==> src/rtl/core/rpld_pkg.sv <==
// Package for the run-length palette line decoder.
// Holds field widths, register codes, reset values, shared structs and the grey table.
// No dependencies.
package rpld_pkg;

    // Field widths
    localparam int unsigned CNT_W      = 10;
    localparam int unsigned COLOR_W    = 16;
    localparam int unsigned LINE_W     = 16;
    localparam int unsigned CODE_W     = 8;
    localparam int unsigned CFG_IDX_W  = 2;
    localparam int unsigned CFG_DATA_W = 16;

    // Largest line the decoder supports; the effective width is clamped to it
    localparam int unsigned MAX_LINE_WIDTH = 1023;
    localparam int unsigned CNT_MAX        = (1 << CNT_W) - 1;
    localparam logic [CNT_W-1:0] WIDTH_LIMIT =
        (MAX_LINE_WIDTH < CNT_MAX) ? CNT_W'(MAX_LINE_WIDTH) : CNT_W'(CNT_MAX);
    localparam logic [CNT_W-1:0] CNT_SAT = CNT_W'(CNT_MAX);

    // Register reset values
    localparam logic [CNT_W-1:0]   LINE_WIDTH_RST = 10'd320;
    localparam logic [COLOR_W-1:0] PAD_COLOR_RST  = 16'hFFFF;

    // Configuration register indexes
    typedef enum logic [CFG_IDX_W-1:0] {
        CFG_LINE_WIDTH = 2'd0,
        CFG_PAD_COLOR  = 2'd1
    } cfg_index_t;

    // Input command codes
    typedef enum logic {
        CMD_CODE = 1'b0,
        CMD_PAD  = 1'b1
    } command_t;

    typedef struct packed {
        logic [CNT_W-1:0]   line_width;
        logic [COLOR_W-1:0] pad_color;
    } cfg_t;

    typedef struct packed {
        logic [CNT_W-1:0]  pixel_position;
        logic [CNT_W-1:0]  bytes_in_line;
        logic [LINE_W-1:0] line_counter;
    } line_state_t;

    typedef struct packed {
        logic [COLOR_W-1:0] pixel_color;
        logic [CNT_W-1:0]   run_count;
        logic               line_end;
        logic [CNT_W-1:0]   line_byte_count;
        logic [LINE_W-1:0]  line_number;
    } result_t;

    // Fixed 16-level RGB565 grey palette
    function automatic logic [COLOR_W-1:0] grey_level(input logic [3:0] idx);
        logic [COLOR_W-1:0] c;
        case (idx)
            4'd0:    c = 16'h0000;
            4'd1:    c = 16'h1082;
            4'd2:    c = 16'h2104;
            4'd3:    c = 16'h3186;
            4'd4:    c = 16'h4228;
            4'd5:    c = 16'h52AA;
            4'd6:    c = 16'h632C;
            4'd7:    c = 16'h73AE;
            4'd8:    c = 16'h8C51;
            4'd9:    c = 16'h9CD3;
            4'd10:   c = 16'hAD55;
            4'd11:   c = 16'hBDD7;
            4'd12:   c = 16'hCE79;
            4'd13:   c = 16'hDE7B;
            4'd14:   c = 16'hEF7D;
            default: c = 16'hFFFF;
        endcase
        return c;
    endfunction

endpackage

==> src/rtl/core/rpld_cfg_regs.sv <==
// Configuration registers of the line decoder: line width and pad color.
// Depends on rpld_pkg.
module rpld_cfg_regs (
    input  logic                               aclk,
    input  logic                               aresetn,
    input  logic                               cfg_valid,
    output logic                               cfg_ready,
    input  logic [rpld_pkg::CFG_IDX_W-1:0]     cfg_index,
    input  logic [rpld_pkg::CFG_DATA_W-1:0]    cfg_data,
    output rpld_pkg::cfg_t                     cfg
);

    logic [rpld_pkg::CNT_W-1:0]   line_width_reg;
    logic [rpld_pkg::COLOR_W-1:0] pad_color_reg;

    // Writes are always taken
    assign cfg_ready = 1'b1;

    // Register file; unknown indexes are dropped
    always_ff @(posedge aclk) begin
        if (!aresetn) begin
            line_width_reg <= rpld_pkg::LINE_WIDTH_RST;
            pad_color_reg  <= rpld_pkg::PAD_COLOR_RST;
        end else if (cfg_valid) begin
            case (rpld_pkg::cfg_index_t'(cfg_index))
                rpld_pkg::CFG_LINE_WIDTH: line_width_reg <= cfg_data[rpld_pkg::CNT_W-1:0];
                rpld_pkg::CFG_PAD_COLOR:  pad_color_reg  <= cfg_data[rpld_pkg::COLOR_W-1:0];
                default: ;
            endcase
        end
    end

    assign cfg = {line_width_reg, pad_color_reg};

endmodule

==> src/rtl/core/rpld_decode.sv <==
// Run decode logic: palette lookup, truncation at line end, line bookkeeping.
// Purely combinational; depends on rpld_pkg.
module rpld_decode (
    input  rpld_pkg::cfg_t                  cfg,
    input  rpld_pkg::line_state_t           state,
    input  logic                            command,
    input  logic [rpld_pkg::CODE_W-1:0]     code_byte,
    output rpld_pkg::result_t               result,
    output rpld_pkg::line_state_t           state_next
);

    logic [rpld_pkg::CNT_W-1:0]   width_act;
    logic [rpld_pkg::CNT_W-1:0]   remaining;
    logic [rpld_pkg::CNT_W-1:0]   run_len;
    logic [rpld_pkg::CNT_W-1:0]   count;
    logic [rpld_pkg::CNT_W-1:0]   bytes;
    logic [rpld_pkg::COLOR_W-1:0] color;
    logic                         end_of_line;

    // Effective width: zero reads as one, clamp to the supported maximum
    always_comb begin
        width_act = cfg.line_width;
        if (width_act == '0) begin
            width_act = rpld_pkg::CNT_W'(1);
        end
        if (width_act > rpld_pkg::WIDTH_LIMIT) begin
            width_act = rpld_pkg::WIDTH_LIMIT;
        end
    end

    // Pixels left in the line; zero when the width was lowered to or below the current position
    assign remaining = (state.pixel_position >= width_act) ?
                       '0 : (width_act - state.pixel_position);

    assign run_len = rpld_pkg::CNT_W'({1'b0, code_byte[7:4]}) + rpld_pkg::CNT_W'(1);

    // Run selection
    always_comb begin
        if (rpld_pkg::command_t'(command) == rpld_pkg::CMD_PAD) begin
            color       = cfg.pad_color;
            count       = remaining;
            bytes       = state.bytes_in_line;
            end_of_line = 1'b1;
        end else begin
            color       = rpld_pkg::grey_level(code_byte[3:0]);
            count       = (run_len < remaining) ? run_len : remaining;
            bytes       = (state.bytes_in_line == rpld_pkg::CNT_SAT) ?
                          rpld_pkg::CNT_SAT : state.bytes_in_line + rpld_pkg::CNT_W'(1);
            end_of_line = (count == remaining);
        end
    end

    // Result fields; line totals only on a completed line
    always_comb begin
        result.pixel_color     = color;
        result.run_count       = count;
        result.line_end        = end_of_line;
        result.line_byte_count = end_of_line ? bytes : '0;
        result.line_number     = end_of_line ? state.line_counter : '0;
    end

    // Line state update
    always_comb begin
        if (end_of_line) begin
            state_next.pixel_position = '0;
            state_next.bytes_in_line  = '0;
            state_next.line_counter   = state.line_counter + rpld_pkg::LINE_W'(1);
        end else begin
            state_next.pixel_position = state.pixel_position + count;
            state_next.bytes_in_line  = bytes;
            state_next.line_counter   = state.line_counter;
        end
    end

endmodule

==> src/rtl/core/rle_palette_line_decoder_top.sv <==
// Top level of the run-length palette line decoder.
// Uses rpld_pkg, rpld_cfg_regs and rpld_decode.
//
// Usage:
//   Input channel s_*: one item per code byte (s_command = 0) or pad command
//   (s_command = 1). Result channel m_*: one run per input item, a color and
//   a pixel count; m_line_end marks the run that completes a line, and then
//   m_line_byte_count and m_line_number report the line's code bytes and index.
//   Config channel cfg_*: index 0 is the line width, index 1 the pad color;
//   always ready, write only while no items are in flight.
//   Path: an accepted item goes through the input register and decode into the
//   result register, which raises m_valid; a stalled result register holds it back.
//   Throughput: one item per cycle while the receiver takes results, set by the single
//   decode stage whose line state updates in the same cycle it fires.
//   Reset (aresetn low, synchronous) empties both registers, clears the pixel
//   position, byte count and line counter, and loads width 320 and pad white.
//   A stalled receiver holds the result register; the input register keeps
//   one more item, after which s_ready drops until m_ready returns.
module rle_palette_line_decoder_top (
    input  logic                                aclk,
    input  logic                                aresetn,
    // Input channel
    input  logic                                s_valid,
    output logic                                s_ready,
    input  logic                                s_command,
    input  logic [rpld_pkg::CODE_W-1:0]         s_code_byte,
    // Result channel
    output logic                                m_valid,
    input  logic                                m_ready,
    output logic [rpld_pkg::COLOR_W-1:0]        m_pixel_color,
    output logic [rpld_pkg::CNT_W-1:0]          m_run_count,
    output logic                                m_line_end,
    output logic [rpld_pkg::CNT_W-1:0]          m_line_byte_count,
    output logic [rpld_pkg::LINE_W-1:0]         m_line_number,
    // Configuration write channel
    input  logic                                cfg_valid,
    output logic                                cfg_ready,
    input  logic [rpld_pkg::CFG_IDX_W-1:0]      cfg_index,
    input  logic [rpld_pkg::CFG_DATA_W-1:0]     cfg_data
);

    rpld_pkg::cfg_t        cfg;
    rpld_pkg::line_state_t state_reg;
    rpld_pkg::line_state_t state_next;
    rpld_pkg::result_t     result_next;
    rpld_pkg::result_t     result_reg;

    logic                          in_valid_reg;
    logic                          in_command_reg;
    logic [rpld_pkg::CODE_W-1:0]   in_code_reg;
    logic                          out_valid_reg;
    logic                          advance;
    logic                          s_fire;

    rpld_cfg_regs u_cfg (
        .aclk      (aclk),
        .aresetn   (aresetn),
        .cfg_valid (cfg_valid),
        .cfg_ready (cfg_ready),
        .cfg_index (cfg_index),
        .cfg_data  (cfg_data),
        .cfg       (cfg)
    );

    rpld_decode u_decode (
        .cfg        (cfg),
        .state      (state_reg),
        .command    (in_command_reg),
        .code_byte  (in_code_reg),
        .result     (result_next),
        .state_next (state_next)
    );

    // Handshake: decode fires when the result register is free or draining
    assign advance = in_valid_reg && (!out_valid_reg || m_ready);
    assign s_ready = !in_valid_reg || advance;
    assign s_fire  = s_valid && s_ready;

    // Control state
    always_ff @(posedge aclk) begin
        if (!aresetn) begin
            in_valid_reg  <= 1'b0;
            out_valid_reg <= 1'b0;
            state_reg     <= '0;
        end else begin
            if (s_fire) begin
                in_valid_reg <= 1'b1;
            end else if (advance) begin
                in_valid_reg <= 1'b0;
            end
            if (advance) begin
                out_valid_reg <= 1'b1;
                state_reg     <= state_next;
            end else if (m_ready) begin
                out_valid_reg <= 1'b0;
            end
        end
    end

    // Input payload register
    always_ff @(posedge aclk) begin
        if (s_fire) begin
            in_command_reg <= s_command;
            in_code_reg    <= s_code_byte;
        end
    end

    // Result payload register
    always_ff @(posedge aclk) begin
        if (advance) begin
            result_reg <= result_next;
        end
    end

    assign m_valid           = out_valid_reg;
    assign m_pixel_color     = result_reg.pixel_color;
    assign m_run_count       = result_reg.run_count;
    assign m_line_end        = result_reg.line_end;
    assign m_line_byte_count = result_reg.line_byte_count;
    assign m_line_number     = result_reg.line_number;

endmodule

==> config.mk <==
export PLATFORM = sky130hd
export DESIGN_NAME = rle_palette_line_decoder_top
export DESIGN_NICKNAME = d
export VERILOG_FILES = /design/src/rtl/core/rpld_pkg.sv /design/src/rtl/core/rpld_cfg_regs.sv /design/src/rtl/core/rpld_decode.sv /design/src/rtl/core/rle_palette_line_decoder_top.sv
export SDC_FILE = /design/constraint.sdc
export NUM_CORES = 1
export LEC_CHECK = 0
export BUFFER_PORTS_ARGS = -buffer_cell sky130_fd_sc_hd__buf_4
export CELL_PAD_IN_SITES_DETAIL_PLACEMENT = 1
export CELL_PAD_IN_SITES_GLOBAL_PLACEMENT = 1
export CORE_UTILIZATION = 48
export CTS_CLUSTER_SIZE = 28
export DETAILED_ROUTE_END_ITERATION = 7
export MAX_ROUTING_LAYER = met4
export PLACE_DENSITY = 0.95
export SETUP_SLACK_MARGIN = 0.3
export SLEW_MARGIN = 40
export SYNTH_ARGS = -nofsm -noshare
export SYNTH_HDL_FRONTEND = slang
export SYNTH_SLANG_ARGS = --single-unit
==> constraint.sdc <==
create_clock -name aclk -period 14.1 [get_ports aclk]
set_input_delay 4.23 -clock aclk [delete_from_list [all_inputs] [get_ports aclk]]
set_output_delay 4.23 -clock aclk [all_outputs]
set_load 0.05 [all_outputs]
==> impl_metrics.yaml, run 1 <==
run_status:
  status: "complete, no violations"
min_path:
  hold_class: "register to register"
  whs_path_depth: 2
  min_delay_worst_endpoint: "u_cfg.pad_color_reg[12]"
  hold_start: "u_cfg.pad_color_reg[12]"
critical_path:
  critical-path-slowest-cell: "nor2b_1"
  cp_num_cells: 4
  timing.rr.start: "u_cfg.line_width_reg[5]"
  critical_path_required_ps: 9870
  reg2regPathDepth: 27
  crit_chain: "buf_4, nor2b_1, nand2_1, buf_4"
  worstReg2RegEnd: "state_reg[35]"
  crit_family: "simple AND/OR/NAND/NOR gates"
  worstSetupPathType: "input pin to primary output"
  crit_fanout: 4
  rrSetupSlack_ps: 7120
  slowest_delay_ps: 220
  critPathCaptureType: "primary output"
  cp.arrival_ps: 4890
  path_buf_inv: 2
  crit_top_cell: "buf_4"
  start_kind: "input pin"
timing:
  period_share: 0.647
  hold_violations: 0
  fin_hold_ws_ps: 478
  setup_viol_count_final: 0
  tightest_slew_ps: 732
  setup_tns_ps: 0
  min_period_ps: 9120
  relSlewSlack: 0.511
  grt_setup_unrepaired: "false"
  timing.final.max_slew_violations: 0
  setup_ws_ps: 4980
  clock_skew_ps: 10.7
  fmax_mhz: 110
synthesis:
  avgSynthCellArea_um2: 9.60
  synth_area_um2: 6570
  netlist_instances: 684
  ys_ff_latch: 131
  synth_edf_count: 62
  async_flop_share: 0
  synth_warnings: 0
  synth.distinct_cells: 66
  synth_nets: 744
  yosysSeqAreaShare: 0.494
  ys.flop_type: "dfxtp_1"
layout:
  drive_gt1_frac: 0.195
  syn_to_final_growth_pct: 19.6
  final_common_cell: "nand2_1"
  multi_input_area_um2: 3030
  fill_cells: 1463
  largest_register_ffs: 36
  most-common-layout-cells: "102 x nand2_1, 91 x buf_4, 69 x dfxtp_1"
  insertedDiodeCount: 0
  nNetsFinal: 812
  final_util: 0.591
  register_area_um2: 3240
floorplanning:
  start_util: 0.494
  die-area_um2: 14200
  io_pins: 88
  core_um2: 13300
  die_w_um: 119
  row_count: 42
  die_h_um: 119
global_route:
  grt_pass1_wl_mm: 32.0
  grt_usage: 0.304
  grt_max_degree: 52
  grt_pass1_vias: 6103
  grt-ovfl-total: 0
  antenna_found_initial: 0
clock_tree:
  cts.htree.levels: 4
  numCtsBuffers: 17
  root_buffer: "clkbuf_16"
  clock_latency_ps: 430
  cts_sinks: 131
  holdBufCountCts: 0
  cts_setup_buffers: 0
  ctsResizeCount: 0
  cts_tree: "built"
  clk_pin_slew_ps: 50
  cts_buffer_depth: 2
job:
  maxCapViolCount: 0
detailed_routing:
  wl_mm: 20.3
  drt_first_pass_iters: 5
  drtIter0Drc: 398
  vias: 5634
  wl_per_cell_um: 21.5
  drc: 0
  vias_per_cell: 5.99
  drtAntennaViolNets: 0
placement:
  gp_congestion: 0.902
  dpl.hpwl_mm: 13.1
  portBuffers: 86
  post-place-ws_ps: 5010
power:
  powerDensity_nw_per_um2: 136
  leakagePower_nw: 3.12
  max-vdd-ir-drop_uv: 96.1
==> through the flow <==
stage	power, W	std cells	area, µm²
floorplan	0.000581	684	6570
global route	0.00110	941	7860
global placement	0.000621	909	7290
detailed placement	0.000636	909	7290
CTS	0.00107	941	7860
finish	0.00107	941	7860
==> how the worst max path moves through the flow <==
stage / start / slack [ps] / endpoint
2_1_floorplan: m_ready / 5130 / s_ready
3_3_place_gp: m_ready / 5050 / s_ready
3_5_place_dp: m_ready / 5010 / s_ready
4_1_cts: m_ready / 4990 / s_ready
5_1_grt: m_ready / 4960 / s_ready
6_report: m_ready / 4980 / s_ready
==> power by group <==
group          leakage (nW)  internal [W]  total, W  switching [W]
sequential             1.15      0.000419  0.000429      0.0000102
combinational          1.71     0.0000651  0.000209       0.000143
clock                 0.265      0.000263  0.000429       0.000166
total                  3.12      0.000747   0.00107       0.000319
==> metal layers <==
layer  global-route usage  vias to the layer above  part of all wire  routed length (µm)
li1                     -                     2559                 -                   -
met1                0.322                     2777              0.38                7750
met2                0.532                      211              0.53               10700
met3               0.0522                       87             0.039                 788
met4                0.181                        0             0.053                1070
met5                    -                        -                 0                   0
==> worst reg2reg max path: stages, from the launching register on <==
cell	delay (ps)
dfxtp_1	340
nor4_1	340
a31oi_1	220
ha_1	260
fa_1	400
nand2b_2	220
a21oi_2	220
o31ai_2	120
a21boi_2	350
nand2_1	150
ha_1	310
o21a_1	180
o21a_1	180
a21oi_1	120
o21ai_0	160
a21oi_1	570
mux2i_1	450
inv_1	140
ha_1	300
a21o_1	210
a21oi_1	320
o21bai_1	110
a21oi_1	260
o21ai_0	230
a31oi_1	370
nor3_1	80
a21oi_1	140
o211ai_1	110
==> cells in the mapped netlist (3+ instances only) <==
cell type / number / area [µm²]
xnor2_1: 14 / 123
a21oi_1: 53 / 265
nor2_1: 48 / 180
xor2_1: 9 / 78.8
or3_1: 6 / 37.5
a31oi_1: 9 / 56.3
a21o_1: 9 / 67.6
mux2i_1: 12 / 120
a31o_2: 6 / 52.6
nor3b_1: 3 / 22.5
inv_1: 31 / 116
edfxtp_1: 62 / 1860
dfxtp_1: 69 / 1380
and4_1: 4 / 35.0
nand2b_1: 14 / 87.6
mux2_2: 6 / 67.6
nor2b_1: 8 / 50.1
nand3_1: 38 / 190
buf_1: 4 / 15.0
nor3_1: 9 / 45.0
ha_1: 26 / 325
a21oi_2: 3 / 26.3
a211oi_1: 6 / 45.0
buf_2: 6 / 30.0
o21a_1: 3 / 22.5
o21ai_0: 13 / 65.1
nand3b_1: 3 / 22.5
o31ai_1: 6 / 45.0
nand2_1: 102 / 383
or4_1: 4 / 30.0
o211ai_1: 4 / 30.0
and2_1: 13 / 81.3
nand4_1: 13 / 81.3
buf_6: 3 / 33.8
clkbuf_1: 28 / 105
==> cell type report <==
cell class | instances | share of cell area
flip-flops and latches | 131 | 0.413
multi-input cells | 480 | 0.386
clock inverters | 10 | 0.0139
clock buffers | 22 | 0.0578
repair buffers | 91 | 0.0870
inverters | 31 | 0.0148
well taps | 176 | 0.0280
==> cell families (layout without fill, tap and decap cells) <==
| kind of cell | Yosys count | count (layout) | share of synthesized area |
|---|---|---|---|
| simple gates | 280 | 280 | 0.210 |
| buf+inv | 73 | 154 | 0.0469 |
| fa+ha+maj | 28 | 28 | 0.0556 |
| flops | 131 | 131 | 0.494 |
| xor+xnor | 24 | 24 | 0.0331 |
| other cells | 1 | 1 | 0.000571 |
| compound gates | 129 | 129 | 0.131 |
| mux | 18 | 18 | 0.0286 |
Power figures use the tool's default switching activity.
==> run 2: changes to the inputs <==
--- a/config.mk
+++ b/config.mk
@@ -8,11 +8,11 @@
 export BUFFER_PORTS_ARGS = -buffer_cell sky130_fd_sc_hd__buf_4
 export CELL_PAD_IN_SITES_DETAIL_PLACEMENT = 1
 export CELL_PAD_IN_SITES_GLOBAL_PLACEMENT = 1
-export CORE_UTILIZATION = 48
+export CORE_UTILIZATION = 40
 export CTS_CLUSTER_SIZE = 28
 export DETAILED_ROUTE_END_ITERATION = 7
 export MAX_ROUTING_LAYER = met4
-export PLACE_DENSITY = 0.95
+export PLACE_DENSITY = 0.87
 export SETUP_SLACK_MARGIN = 0.3
 export SLEW_MARGIN = 40
 export SYNTH_ARGS = -nofsm -noshare
==> constraint.sdc (replaced) <==
create_clock -name aclk -period 7.9 [get_ports aclk]
set_input_delay 2.37 -clock aclk [delete_from_list [all_inputs] [get_ports aclk]]
set_output_delay 2.37 -clock aclk [all_outputs]
set_load 0.05 [all_outputs]
==> impl_metrics.yaml, run 2 (synthesis gave the netlist of run 1 again) <==
run_status:
  status: "complete, no violations"
detailed_routing:
  drtIter0Drc: 302
  drtAntennaViolNets: 0
  drt_first_pass_iters: 4
  vias_per_cell: 5.41
  drc: 0
  vias: 5310
  wl_per_cell_um: 17.9
  wl_mm: 17.6
timing:
  setup_ws_ps: 1730
  tightest_slew_ps: 729
  period_share: 0.781
  fin_hold_ws_ps: 467
  setup_tns_ps: 0
  clock_skew_ps: 6.48
  fmax_mhz: 162
  relSlewSlack: 0.513
  setup_viol_count_final: 0
  min_period_ps: 6170
  hold_violations: 0
  timing.final.max_slew_violations: 0
  grt_setup_unrepaired: "false"
power:
  p_int_w: 0.00140
  powerDensity_nw_per_um2: 246
  p_sw_w: 0.000559
  swShare: 0.286
  p_clk_frac: 0.427
  max-vdd-ir-drop_uv: 170
  leakagePower_nw: 3.16
  p_seq_frac: 0.390
  p_comb_frac: 0.183
critical_path:
  timing.rr.start: "u_cfg.line_width_reg[5]"
  start_kind: "register"
  reg2regPathDepth: 27
  worstSetupPathType: "register to register"
  critPathLaunch: "u_cfg.line_width_reg[5]"
  critPathCaptureType: "register"
  crit_fanout: 9
  rrSetupSlack_ps: 1730
  worstReg2RegEnd: "state_reg[35]"
  cp.arrival_ps: 6480
  critical_path_required_ps: 8210
placement:
  gp_congestion: 0.867
  dpl.hpwl_mm: 11.8
  portBuffers: 86
  post-place-ws_ps: 1760
layout:
  multi_input_area_um2: 3030
  nNetsFinal: 812
  insertedDiodeCount: 0
  most-common-layout-cells: "102 x nand2_1, 90 x buf_4, 69 x dfxtp_1"
  syn_to_final_growth_pct: 21.3
  final_common_cell: "nand2_1"
  largest_register_ffs: 36
  drive_gt1_frac: 0.201
  fill_cells: 1825
  register_area_um2: 3240
clock_tree:
  numCtsBuffers: 17
  cts_tree: "built"
  cts_sinks: 131
  cts_buffer_depth: 2
  cts.htree.levels: 4
  root_buffer: "clkbuf_16"
  cts_setup_buffers: 0
  ctsResizeCount: 0
  clk_pin_slew_ps: 60
  clock_latency_ps: 420
  holdBufCountCts: 0
floorplanning:
  io_pins: 88
  row_count: 46
  start_util: 0.412
  die_h_um: 130
  core_um2: 15900
  die-area_um2: 16900
  die_w_um: 130
global_route:
  antenna_found_initial: 0
  grt_max_degree: 69
  met1_usage: 0.253
  grt_usage: 0.225
  top_usage_layer: "met2"
  use_met2: 0.389
  grt_pass1_vias: 5533
  met3_usage: 0.0500
  grt-ovfl-total: 0
  grt_pass1_wl_mm: 27.8
min_path:
  hold_start: "u_cfg.pad_color_reg[0]"
  whs_path_depth: 2
  hold_class: "register to register"
  min_delay_worst_endpoint: "u_cfg.pad_color_reg[0]"
job:
  maxCapViolCount: 0
## run 2: critical path, cell delays in order (launching register included)
cell and delay (ps):
dfxtp_1 320, nor4_1 320, a31oi_1 140, ha_1 220, fa_1 400, nand2b_2 220, a21oi_2 200, o31ai_2 110
a21boi_2 290, nand2_1 120, ha_1 300, o21a_1 180, o21a_1 180, a21oi_1 110, o21ai_0 140, a21oi_1 520
mux2i_1 370, inv_1 100, ha_1 290, a21o_1 190, a21oi_1 240, o21bai_1 90, a21oi_1 220, o21ai_0 180
a31oi_1 310, nor3_1 80, a21oi_1 120, o211ai_1 100
## run 2: final cells by class
cell class              count  share of cell area
well taps                 216              0.0339
inverters                  31              0.0146
repair buffers             91              0.0862
clock inverters            13              0.0228
multi-input cells         480               0.380
clock buffers              19              0.0556
flip-flops and latches    131               0.407
## run 2: per-stage QoR
step / cell area, µm² / util / total power [W] / cells
6_report: 7970 / 0.500 / 0.00196 / 981
5_1_grt: 7970 / 0.500 / 0.00203 / 981
4_1_cts: 7970 / 0.500 / 0.00197 / 981
3_5_place_dp: 7340 / 0.461 / 0.00113 / 949
3_3_place_gp: 7340 / 0.460 / 0.00112 / 949
2_1_floorplan: 6570 / - / 0.00104 / 684
## run 2: worst max-delay path by stage
stage | to | slack [ps] | cells past startpoint
after CTS | state_reg[35] | 1720 | 27
after detailed placement | state_reg[35] | 1760 | 27
after global placement | state_reg[35] | 2020 | 27
after floorplan | state_reg[35] | 2530 | 27
final | state_reg[35] | 1730 | 27
after global routing | state_reg[35] | 1210 | 27
## run 2: power by group through the flow
stage	registers (W)	logic, W	clock network [W]
global placement	0.000775	0.000346	0
CTS	0.000763	0.000360	0.000846
finish	0.000762	0.000359	0.000836
floorplan	0.000827	0.000209	0
global route	0.000765	0.000389	0.000877
detailed placement	0.000777	0.000355	0
## run 2: routing by layer
| layer | vias up | wire length (µm) | part of all wire |
|---|---|---|---|
| met5 | - | 0 | 0 |
| met4 | 0 | 285 | 0.016 |
| met3 | 30 | 654 | 0.037 |
| met2 | 111 | 9200 | 0.52 |
| met1 | 2614 | 7460 | 0.42 |
| li1 | 2555 | - | - |
